<file path="config.mk">
export PLATFORM = sky130hd
export DESIGN_NAME = graph_bridge_finder_core
export DESIGN_NICKNAME = d
export VERILOG_FILES = /design/src/rtl/gbf_pkg.sv /design/src/rtl/gbf_entry_ram.sv /design/src/rtl/gbf_vertex_ram.sv /design/src/rtl/gbf_walk.sv /design/src/rtl/graph_bridge_finder_core.sv
export SDC_FILE = /design/constraint.sdc
export NUM_CORES = 2
export LEC_CHECK = 0
export BUFFER_PORTS_ARGS = -buffer_cell sky130_fd_sc_hd__buf_2
export CAP_MARGIN = 10
export CORE_ASPECT_RATIO = 2
export CORE_UTILIZATION = 45
export DETAILED_ROUTE_END_ITERATION = 8
export SLEW_MARGIN = 40
export SYNTH_ARGS = -nofsm -noshare
export SYNTH_HDL_FRONTEND = slang
export SYNTH_SLANG_ARGS = --single-unit
</file>
<file path="constraint.sdc">
create_clock -name aclk -period 4.1 [get_ports aclk]
set_clock_uncertainty 0.15 [all_clocks]
set_input_delay 0.205 -clock aclk [delete_from_list [all_inputs] [get_ports aclk]]
set_output_delay 0.205 -clock aclk [all_outputs]
set_load 0.02 [all_outputs]
</file>
<file path="src/rtl/gbf_pkg.sv">
// Shared types and constants for the graph bridge finder.
// No dependencies; every other file imports this package.
`timescale 1ns / 1ps
`default_nettype none
package gbf_pkg;
    localparam int MAX_VERTICES = 32;
    localparam int MAX_ENTRIES  = 64;
    localparam int VTX_W   = $clog2(MAX_VERTICES);
    localparam int NCNT_W  = VTX_W + 1;
    localparam int ENT_W   = $clog2(MAX_ENTRIES);
    localparam int CNT_W   = ENT_W + 1;

    typedef logic [VTX_W-1:0]  vtx_t;
    typedef logic [NCNT_W-1:0] ncnt_t;
    typedef logic [ENT_W-1:0]  ent_t;
    typedef logic [CNT_W-1:0]  cnt_t;

    typedef struct packed {
        logic [4:0] source_vertex;
        logic [4:0] neighbor_vertex;
        logic       last_entry;
    } in_word_t;

    typedef struct packed {
        logic [4:0] source_vertex_out;
        logic [4:0] neighbor_vertex_out;
        logic       kept;
        logic       overflow;
        logic       last_result;
    } out_word_t;

    typedef struct packed {
        vtx_t src;
        vtx_t nb;
    } entry_t;

    typedef struct packed {
        vtx_t disc;
        vtx_t low;
        vtx_t par;
    } vrec_t;

    typedef struct packed {
        logic  we;
        vtx_t  waddr;
        vrec_t wdata;
        vtx_t  raddr;
    } vram_req_t;
endpackage
`default_nettype wire

</file>
<file path="src/rtl/gbf_entry_ram.sv">
// Adjacency entry store: one write port, one registered read port.
// Depends on gbf_pkg.
`timescale 1ns / 1ps
`default_nettype none
module gbf_entry_ram (
    input  wire logic            aclk,
    input  wire logic            we,
    input  wire gbf_pkg::ent_t   waddr,
    input  wire gbf_pkg::entry_t wdata,
    input  wire gbf_pkg::ent_t   raddr,
    output gbf_pkg::entry_t      rdata
);
    import gbf_pkg::*;

    entry_t mem [MAX_ENTRIES];
    entry_t rdata_reg;

    always_ff @(posedge aclk) begin
        if (we) begin
            mem[waddr] <= wdata;
        end
        rdata_reg <= mem[raddr];
    end

    assign rdata = rdata_reg;
endmodule
`default_nettype wire

</file>
<file path="src/rtl/gbf_vertex_ram.sv">
// Per-vertex record store (discovery order, lowlink, tree parent).
// Depends on gbf_pkg.
`timescale 1ns / 1ps
`default_nettype none
module gbf_vertex_ram (
    input  wire logic               aclk,
    input  wire gbf_pkg::vram_req_t req,
    output gbf_pkg::vrec_t          rdata
);
    import gbf_pkg::*;

    vrec_t mem [MAX_VERTICES];
    vrec_t rdata_reg;

    always_ff @(posedge aclk) begin
        if (req.we) begin
            mem[req.waddr] <= req.wdata;
        end
        rdata_reg <= mem[req.raddr];
    end

    assign rdata = rdata_reg;
endmodule
`default_nettype wire

</file>
<file path="src/rtl/gbf_walk.sv">
// Depth-first walk engine with explicit stack memory and cached stack top.
// Depends on gbf_pkg; drives the entry and vertex stores through the top level.
`timescale 1ns / 1ps
`default_nettype none
module gbf_walk (
    input  wire logic            aclk,
    input  wire logic            aresetn,
    input  wire logic            start,
    input  wire gbf_pkg::ncnt_t  vtx_cnt,
    input  wire gbf_pkg::cnt_t   ent_count,
    input  wire gbf_pkg::entry_t ent_rdata,
    output gbf_pkg::ent_t        ent_raddr,
    output gbf_pkg::vram_req_t   vreq,
    input  wire gbf_pkg::vrec_t  vram_rdata,
    output logic                 done
);
    import gbf_pkg::*;

    typedef enum logic [6:0] {
        W_IDLE = 7'b0000001,
        W_ROOT = 7'b0000010,
        W_SCAN = 7'b0000100,
        W_CHK  = 7'b0001000,
        W_BACK = 7'b0010000,
        W_POP2 = 7'b0100000,
        W_DONE = 7'b1000000
    } wstate_t;

    typedef struct packed {
        vtx_t v;
        cnt_t i;
    } stk_t;

    wstate_t state_reg;
    ncnt_t   r_reg, order_reg, depth_reg;
    cnt_t    idx_reg;
    vtx_t    top_v_reg, disc_reg, low_reg, par_reg, w_reg, child_low_reg;
    logic [MAX_VERTICES-1:0] visited_reg;
    stk_t    stack_mem [MAX_VERTICES];
    stk_t    stk_rd_reg;
    vtx_t    stk_raddr;

    logic pop_go, hit, push_go, back_go;

    assign pop_go  = (state_reg == W_SCAN) && (idx_reg >= ent_count);
    assign hit     = (state_reg == W_CHK) && (ent_rdata.src == top_v_reg)
                     && ({1'b0, ent_rdata.nb} < vtx_cnt);
    assign push_go = hit && !visited_reg[ent_rdata.nb];
    assign back_go = hit && visited_reg[ent_rdata.nb] && (ent_rdata.nb != top_v_reg);
    assign stk_raddr = VTX_W'(depth_reg - NCNT_W'(2));

    assign ent_raddr = idx_reg[ENT_W-1:0];
    assign done      = (state_reg == W_DONE);

    always_comb begin
        vreq.we    = pop_go || push_go;
        vreq.waddr = top_v_reg;
        vreq.wdata = '{disc: disc_reg, low: low_reg, par: par_reg};
        vreq.raddr = pop_go ? par_reg : ent_rdata.nb;
    end

    // Stack store: push saves the old top, pop reads the new one.
    always_ff @(posedge aclk) begin
        if (push_go) begin
            stack_mem[VTX_W'(depth_reg - NCNT_W'(1))] <= '{v: top_v_reg, i: idx_reg + CNT_W'(1)};
        end
        stk_rd_reg <= stack_mem[stk_raddr];
    end

    always_ff @(posedge aclk) begin
        if (!aresetn) begin
            state_reg   <= W_IDLE;
            visited_reg <= '0;
            r_reg       <= '0;
            order_reg   <= '0;
            depth_reg   <= '0;
            idx_reg     <= '0;
        end else begin
            unique case (state_reg)
                W_IDLE: begin
                    if (start) begin
                        visited_reg <= '0;
                        order_reg   <= '0;
                        r_reg       <= '0;
                        state_reg   <= W_ROOT;
                    end
                end
                W_ROOT: begin
                    if (r_reg >= vtx_cnt) begin
                        state_reg <= W_DONE;
                    end else if (visited_reg[r_reg[VTX_W-1:0]]) begin
                        r_reg <= r_reg + NCNT_W'(1);
                    end else begin
                        top_v_reg <= r_reg[VTX_W-1:0];
                        disc_reg  <= order_reg[VTX_W-1:0];
                        low_reg   <= order_reg[VTX_W-1:0];
                        par_reg   <= r_reg[VTX_W-1:0];
                        idx_reg   <= '0;
                        depth_reg <= NCNT_W'(1);
                        order_reg <= order_reg + NCNT_W'(1);
                        visited_reg[r_reg[VTX_W-1:0]] <= 1'b1;
                        state_reg <= W_SCAN;
                    end
                end
                W_SCAN: begin
                    if (pop_go) begin
                        child_low_reg <= low_reg;
                        depth_reg     <= depth_reg - NCNT_W'(1);
                        if (depth_reg == NCNT_W'(1)) begin
                            r_reg     <= r_reg + NCNT_W'(1);
                            state_reg <= W_ROOT;
                        end else begin
                            state_reg <= W_POP2;
                        end
                    end else begin
                        state_reg <= W_CHK;
                    end
                end
                W_CHK: begin
                    w_reg <= ent_rdata.nb;
                    if (push_go) begin
                        top_v_reg <= ent_rdata.nb;
                        disc_reg  <= order_reg[VTX_W-1:0];
                        low_reg   <= order_reg[VTX_W-1:0];
                        par_reg   <= top_v_reg;
                        idx_reg   <= '0;
                        depth_reg <= depth_reg + NCNT_W'(1);
                        order_reg <= order_reg + NCNT_W'(1);
                        visited_reg[ent_rdata.nb] <= 1'b1;
                        state_reg <= W_SCAN;
                    end else begin
                        idx_reg   <= idx_reg + CNT_W'(1);
                        state_reg <= back_go ? W_BACK : W_SCAN;
                    end
                end
                W_BACK: begin
                    // Parallel edge to the parent does not count as a back edge.
                    if (par_reg != w_reg && vram_rdata.disc < low_reg) begin
                        low_reg <= vram_rdata.disc;
                    end
                    state_reg <= W_SCAN;
                end
                W_POP2: begin
                    top_v_reg <= stk_rd_reg.v;
                    idx_reg   <= stk_rd_reg.i;
                    disc_reg  <= vram_rdata.disc;
                    par_reg   <= vram_rdata.par;
                    low_reg   <= (child_low_reg < vram_rdata.low) ? child_low_reg
                                                                  : vram_rdata.low;
                    state_reg <= W_SCAN;
                end
                W_DONE: begin
                    state_reg <= W_IDLE;
                end
                default: state_reg <= W_IDLE;
            endcase
        end
    end

    a_depth_bound: assert property (@(posedge aclk) disable iff (!aresetn)
        depth_reg <= NCNT_W'(MAX_VERTICES))
        else $error("walk stack deeper than vertex count");
    a_scan_depth: assert property (@(posedge aclk) disable iff (!aresetn)
        (state_reg == W_SCAN || state_reg == W_CHK) |-> depth_reg != '0)
        else $error("scan with empty stack");
    a_push_order: assert property (@(posedge aclk) disable iff (!aresetn)
        push_go |=> order_reg == $past(order_reg) + NCNT_W'(1))
        else $error("discovery order did not advance on push");
endmodule
`default_nettype wire

</file>
<file path="src/rtl/graph_bridge_finder_core.sv">
// Top level of the bridge finder: load, walk control, replay and output register.
// Depends on gbf_pkg, gbf_entry_ram, gbf_vertex_ram and gbf_walk.
`timescale 1ns / 1ps
`default_nettype none
// Bridge finder for an undirected graph. Adjacency words (source, neighbor,
// last flag) are taken one per cycle into a 64-entry store; words beyond that
// are dropped and every result of the graph then carries overflow. After the
// last word the block runs a depth-first walk from each vertex below
// vertex_count (capped at 32) and then replays every stored entry in arrival
// order, one result word each, kept low for a bridge. s_ready is low from the
// last word until the final result is taken. For each vertex whose list is
// scanned, the walk reads the registered entry store once per stored entry,
// and each vertex also needs pushes, pops and lowlink updates through the
// vertex store. Each replayed result takes an entry read, two vertex reads,
// a compare and the output handshake, plus any output stall. vertex_count
// must be written only while the block is idle; the block itself does not
// enforce this.
module graph_bridge_finder_core (
    input  wire logic              aclk,
    input  wire logic              aresetn,
    input  wire logic              cfg_wr_en,
    input  wire logic [5:0]        cfg_wr_data,
    input  wire logic              s_valid,
    output logic                   s_ready,
    input  wire gbf_pkg::in_word_t s_data,
    output logic                   m_valid,
    input  wire logic              m_ready,
    output gbf_pkg::out_word_t     m_data
);
    import gbf_pkg::*;

    typedef enum logic [6:0] {
        T_LOAD = 7'b0000001,
        T_WALK = 7'b0000010,
        T_RE   = 7'b0000100,
        T_RA   = 7'b0001000,
        T_RB   = 7'b0010000,
        T_RC   = 7'b0100000,
        T_OUT  = 7'b1000000
    } tstate_t;

    tstate_t   state_reg;
    logic [5:0] vcount_reg;
    cnt_t      count_reg;
    logic      dropped_reg;
    ent_t      k_reg;
    vtx_t      a_reg, b_reg;
    vrec_t     rec_a_reg;
    logic      m_valid_reg;
    out_word_t m_data_reg;

    ncnt_t     n_eff;
    logic      in_acc, store_en, walk_start, walk_done;
    ent_t      walk_raddr, ent_raddr;
    entry_t    ent_wdata;
    entry_t    ent_rdata;
    vram_req_t walk_vreq, vreq;
    vrec_t     vram_rdata;
    logic      kept_c, last_c;

    // Cap the vertex count at the store size.
    assign n_eff = (vcount_reg > 6'(MAX_VERTICES)) ? NCNT_W'(MAX_VERTICES)
                                                   : NCNT_W'(vcount_reg);

    assign s_ready    = (state_reg == T_LOAD);
    assign in_acc     = s_valid && s_ready;
    assign store_en   = in_acc && (count_reg < CNT_W'(MAX_ENTRIES));
    assign walk_start = in_acc && s_data.last_entry;

    assign ent_raddr = (state_reg == T_WALK) ? walk_raddr : k_reg;
    assign ent_wdata = '{src: s_data.source_vertex, nb: s_data.neighbor_vertex};

    gbf_entry_ram u_entries (
        .aclk  (aclk),
        .we    (store_en),
        .waddr (count_reg[ENT_W-1:0]),
        .wdata (ent_wdata),
        .raddr (ent_raddr),
        .rdata (ent_rdata)
    );

    // The walk owns the vertex store while it runs; replay only reads it.
    always_comb begin
        vreq       = walk_vreq;
        if (state_reg != T_WALK) begin
            vreq.we    = 1'b0;
            vreq.raddr = (state_reg == T_RA) ? ent_rdata.src : b_reg;
        end
    end

    gbf_vertex_ram u_vertices (
        .aclk  (aclk),
        .req   (vreq),
        .rdata (vram_rdata)
    );

    gbf_walk u_walk (
        .aclk       (aclk),
        .aresetn    (aresetn),
        .start      (walk_start),
        .vtx_cnt    (n_eff),
        .ent_count  (count_reg),
        .ent_rdata  (ent_rdata),
        .ent_raddr  (walk_raddr),
        .vreq       (walk_vreq),
        .vram_rdata (vram_rdata),
        .done       (walk_done)
    );

    // Bridge test: a tree edge whose child's lowlink exceeds the parent's order.
    always_comb begin
        kept_c = 1'b1;
        if ({1'b0, a_reg} < n_eff && {1'b0, b_reg} < n_eff) begin
            if (rec_a_reg.par == b_reg) begin
                kept_c = !(vram_rdata.disc < rec_a_reg.low);
            end else if (vram_rdata.par == a_reg) begin
                kept_c = !(rec_a_reg.disc < vram_rdata.low);
            end
        end
    end

    assign last_c = (CNT_W'(k_reg) + CNT_W'(1)) == count_reg;

    always_ff @(posedge aclk) begin
        if (!aresetn) begin
            state_reg   <= T_LOAD;
            vcount_reg  <= 6'(MAX_VERTICES);
            count_reg   <= '0;
            dropped_reg <= 1'b0;
            k_reg       <= '0;
            m_valid_reg <= 1'b0;
        end else begin
            if (cfg_wr_en) begin
                vcount_reg <= cfg_wr_data;
            end
            unique case (state_reg)
                T_LOAD: begin
                    // Store the word, or drop it once the store is full.
                    if (in_acc) begin
                        if (store_en) begin
                            count_reg <= count_reg + CNT_W'(1);
                        end else begin
                            dropped_reg <= 1'b1;
                        end
                        if (s_data.last_entry) begin
                            state_reg <= T_WALK;
                        end
                    end
                end
                T_WALK: begin
                    if (walk_done) begin
                        k_reg     <= '0;
                        state_reg <= T_RE;
                    end
                end
                T_RE: state_reg <= T_RA;
                T_RA: begin
                    a_reg     <= ent_rdata.src;
                    b_reg     <= ent_rdata.nb;
                    state_reg <= T_RB;
                end
                T_RB: begin
                    rec_a_reg <= vram_rdata;
                    state_reg <= T_RC;
                end
                T_RC: begin
                    m_data_reg  <= '{source_vertex_out:   a_reg,
                                     neighbor_vertex_out: b_reg,
                                     kept:                kept_c,
                                     overflow:            dropped_reg,
                                     last_result:         last_c};
                    m_valid_reg <= 1'b1;
                    state_reg   <= T_OUT;
                end
                T_OUT: begin
                    // Hold the word until taken, then advance or finish the graph.
                    if (m_ready) begin
                        m_valid_reg <= 1'b0;
                        if (m_data_reg.last_result) begin
                            count_reg   <= '0;
                            dropped_reg <= 1'b0;
                            state_reg   <= T_LOAD;
                        end else begin
                            k_reg     <= k_reg + ENT_W'(1);
                            state_reg <= T_RE;
                        end
                    end
                end
                default: state_reg <= T_LOAD;
            endcase
        end
    end

    assign m_valid = m_valid_reg;
    assign m_data  = m_data_reg;

    a_no_overlap: assert property (@(posedge aclk) disable iff (!aresetn)
        !(s_ready && m_valid))
        else $error("loading while a result is pending");
    a_done_in_walk: assert property (@(posedge aclk) disable iff (!aresetn)
        walk_done |-> state_reg == T_WALK)
        else $error("walk finished outside walk phase");
    a_count_bound: assert property (@(posedge aclk) disable iff (!aresetn)
        count_reg <= CNT_W'(MAX_ENTRIES))
        else $error("entry count beyond store size");
    a_replay_range: assert property (@(posedge aclk) disable iff (!aresetn)
        m_valid |-> CNT_W'(k_reg) < count_reg)
        else $error("replay index beyond stored entries");
endmodule
`default_nettype wire

</file>
==> metrics.md <==
| Metric | Value |
|---|---|
| Leakage | `26.2 nW` |
| Worst-margin pin slew | `between 0.9 and 1 ns` |
| Filler cells | `12500` |
| CTS buffer count | `around 160` |
| GPL Wtd Cong | `between 0.8 and 0.9` |
| DP Wirelength | `~130000 µm` |
| Clock Tree Buf Depth | `4` |
| Layout area overhead | `15.0%` |
| Congestion Overflow GR | `0` |
| Post-DRT Antenna Nets | `0` |
| Vias in the first global route | `between 40000 and 50000` |
| Outcome | `finished, final reports clean` |
| Port-buffer cells | `36` |
| Starting Density | `0.453` |
| Most flop-heavy register | `u_entries.mem` |
| Pin count of the biggest net entering global routing | `a little over 100` |
| Post-Synthesis Net Count | `4405` |
| Vias per cell | `approximately 5.9` |
| Most common cell after layout, fill and taps aside | `edfxtp_1` |
| Dpl cells | `roughly 6400` |
| Sink Count | `between 1500 and 2000` |
| Hold slack | `around 0.16 ns` |
| Sequential Area | `49800 µm²` |
| Final Worst Setup Slack | `approximately 0.12 ns` |
| Final core occ | `0.521` |
| FMAX | `around 250 MHz` |
| Fin crit period | `3.98 ns` |
| Final setup vio count | `0` |
| Max reg flops | `between 600 and 700` |
| Final hold vios | `0` |
| CP max stage delay | `0.65 ns` |
| Fin nets | `approximately 4700` |
| Total track usage | `0.244` |
| Ys flop type | `edfxtp_1` |
| # Max-Cap Violations | `0` |
| Post-synth EDFFs | `approximately 1600` |
| Placeable core area | `about 150000 µm²` |
| H-tree levels | `4` |
| Period utilization | `0.971` |
| Wirelength per Cell | `approximately 28 µm` |
| Worst hold-check path type | `primary input to flip-flop` |
| Initial antenna violation count | `3` |
| Top Registers | `u_entries.mem x640, u_vertices.mem x480, u_walk.stack_mem x384` |
| Synth warn | `0` |
| Die Area | `approximately 150000 µm²` |
| Most frequent cells in the layout | `1572 x edfxtp_1, 536 x nand2_1, 278 x buf_4` |
| Post-synthesis cell area | `between 60000 and 70000 µm²` |
| Setup TNS | `0 ns` |
| Global-route wire length before repair | `around 270000 µm` |
| Placement Rows | `202` |
| Synth async-reset ratio | `0` |
| Root Buffer | `clkbuf_16` |
| Post-Place Worst Slack | `about 0.15 ns` |
| Skew-Pair Late Insertion Delay | `about 0.80 ns` |
| Data required, critical path | `around 4.6 ns` |
| CP max FO | `15` |
| Drt pass-1 iters | `6` |
| Share of layout cells above drive strength 1 | `0.188` |
| DIE WIDTH | `278 µm` |
| Slew margin rel. | `0.371` |
| Fin cells | `around 6700` |
| Kind of critical path | `flip-flop to flip-flop` |
| Arrival time worst endpoint | `~4.5 ns` |
| Worst path most repeated cell | `buf_4` |
| # IOs | `37` |
| Crit-path slowest cell | `o2bb2ai_1` |
| Initial DRC count | `3057` |
| CP endpoint kind | `flip-flop` |
| Area of the multi-input gates | `between 15000 and 20000 µm²` |
| Netlist cell types | `80` |
| DR vias | `~39000` |
| RSZ-0062 raised after global routing | `false` |
| CTS tree | `yes` |
| # DRC | `0` |
| Post-Synthesis Cells | `roughly 4300` |
| Die Y | `~550 µm` |
| Synth Register Bits | `1700` |
| Power density cells | `approximately 460 nW/µm²` |
| Fin. max-slew vios | `0` |
| Worst vdd ir | `0.000464 V` |
| Avg Inst Size Synth | `15.8 µm²` |
| Worst setup SP type | `flip-flop` |
| Worst-path clk slew | `approximately 0.07 ns` |
| # resized after CTS | `0` |
| Sequential area share after synthesis | `0.727` |
| Critical path cell sequence | `inv_1, ha_1, nor2b_1, o211a_1, nor4_4, buf_4, buf_4, o21ai_0, o311a_1, buf_4, nor3b_1, inv_1, buf_4, o2bb2ai_1, nor4_1` |
| Final WL | `approximately 190000 µm` |
==> routing by layer <==
metal / global-route usage / up-vias / part of all wire
met4: 0.165 / 2 / 0.076
met2: 0.467 / 1234 / 0.56
met5: 0 / - / 0.000074
met3: 0.0278 / 434 / 0.041
li1: - / 17500 / -
met1: 0.244 / 20200 / 0.33
==> cell type report <==
| cell class | instances | area share |
|---|---|---|
| Multi-Input combinational cell | 2329 | 0.222 |
| Clock inverter | 81 | 0.0117 |
| Antenna cell | 3 | 0.0000953 |
| Clock buffer | 199 | 0.0530 |
| Timing Repair Buffer | 408 | 0.0488 |
| Sequential cell | 1700 | 0.632 |
| Inverter | 38 | 0.00181 |
| Tap cell | 1938 | 0.0308 |
==> cell usage after synthesis (12+ instances only) <==
cell type	n	area share
a22o_1	49	0.0063
and3_1	16	0.0015
nor3_1	45	0.0033
a22oi_1	116	0.013
ha_1	58	0.011
nor4_1	12	0.0011
buf_2	86	0.0063
mux2_2	15	0.0025
o21ai_0	44	0.0032
nand2b_1	19	0.0017
clkbuf_1	114	0.0062
nor2b_1	17	0.0016
a21oi_1	242	0.018
mux2i_1	55	0.0080
buf_4	21	0.0023
o2bb2ai_1	30	0.0038
o22ai_1	19	0.0017
nand4_1	14	0.0013
o31ai_1	23	0.0025
nor2_1	256	0.014
buf_1	26	0.0014
a31oi_1	75	0.0068
xor2_1	23	0.0029
a32oi_1	37	0.0047
inv_1	36	0.0020
dfxtp_1	128	0.037
nand3_1	116	0.0085
edfxtp_1	1572	0.69
mux4_2	217	0.071
a211oi_1	43	0.0047
o21a_1	36	0.0039
nand2_1	536	0.029
and2_1	47	0.0043
xnor2_1	35	0.0045
==> cells by family after synthesis <==
group / synth area share
adders and majority gates: 0.0106
AOI/OAI and AO/OA: 0.0778
xor gates and xnor gates: 0.00742
and+or+nand+nor: 0.0756
buffers and inverters: 0.0201
DFF: 0.727
muxes: 0.0818
==> report_power, final <==
part	internal, mW	switching (mW)	total, mW
sequential	19.0	0.177	19.1
combinational	0.823	1.40	2.22
clock	8.35	6.39	14.7
total	28.1	7.97	36.1
==> stage by stage <==
stage          instance area, µm²  power [mW]
5_1_grt                     78800        37.1
6_report                    78800        36.1
4_1_cts                     78800        36.4
3_5_place_dp                73300        21.7
3_3_place_gp                73200        21.7
2_1_floorplan               68500        20.8
==> what timing repair did <==
action	in CTS	in global routing
endpoints found under the hold margin	371	0
hold buffers	35	0
endpoints found under the setup margin	0	5
buffers inserted	0	1
==> critical path: cells and delay by family (launching register included) <==
family,cells,cell delay [ns]
AO/OA/AOI/OAI,4,1.20
buffers and inverters,6,0.93
AND/OR/NAND/NOR,4,0.76
flip-flops,1,0.43
adder cells (fa/ha/maj),1,0.33
==> worst paths after layout <==
path | startpoint | end | slack [ns] | cells after the start
min | s_data[6] | u_entries.mem[23][5] | 0.16 | 2
max reg2reg | count_reg[1] | u_vertices.rdata[14] | 0.12 | 15
min reg2reg | dropped_reg | m_data[1] | 0.30 | 0
max | count_reg[1] | u_vertices.rdata[14] | 0.12 | 15
(Power assumes the default switching activity.)
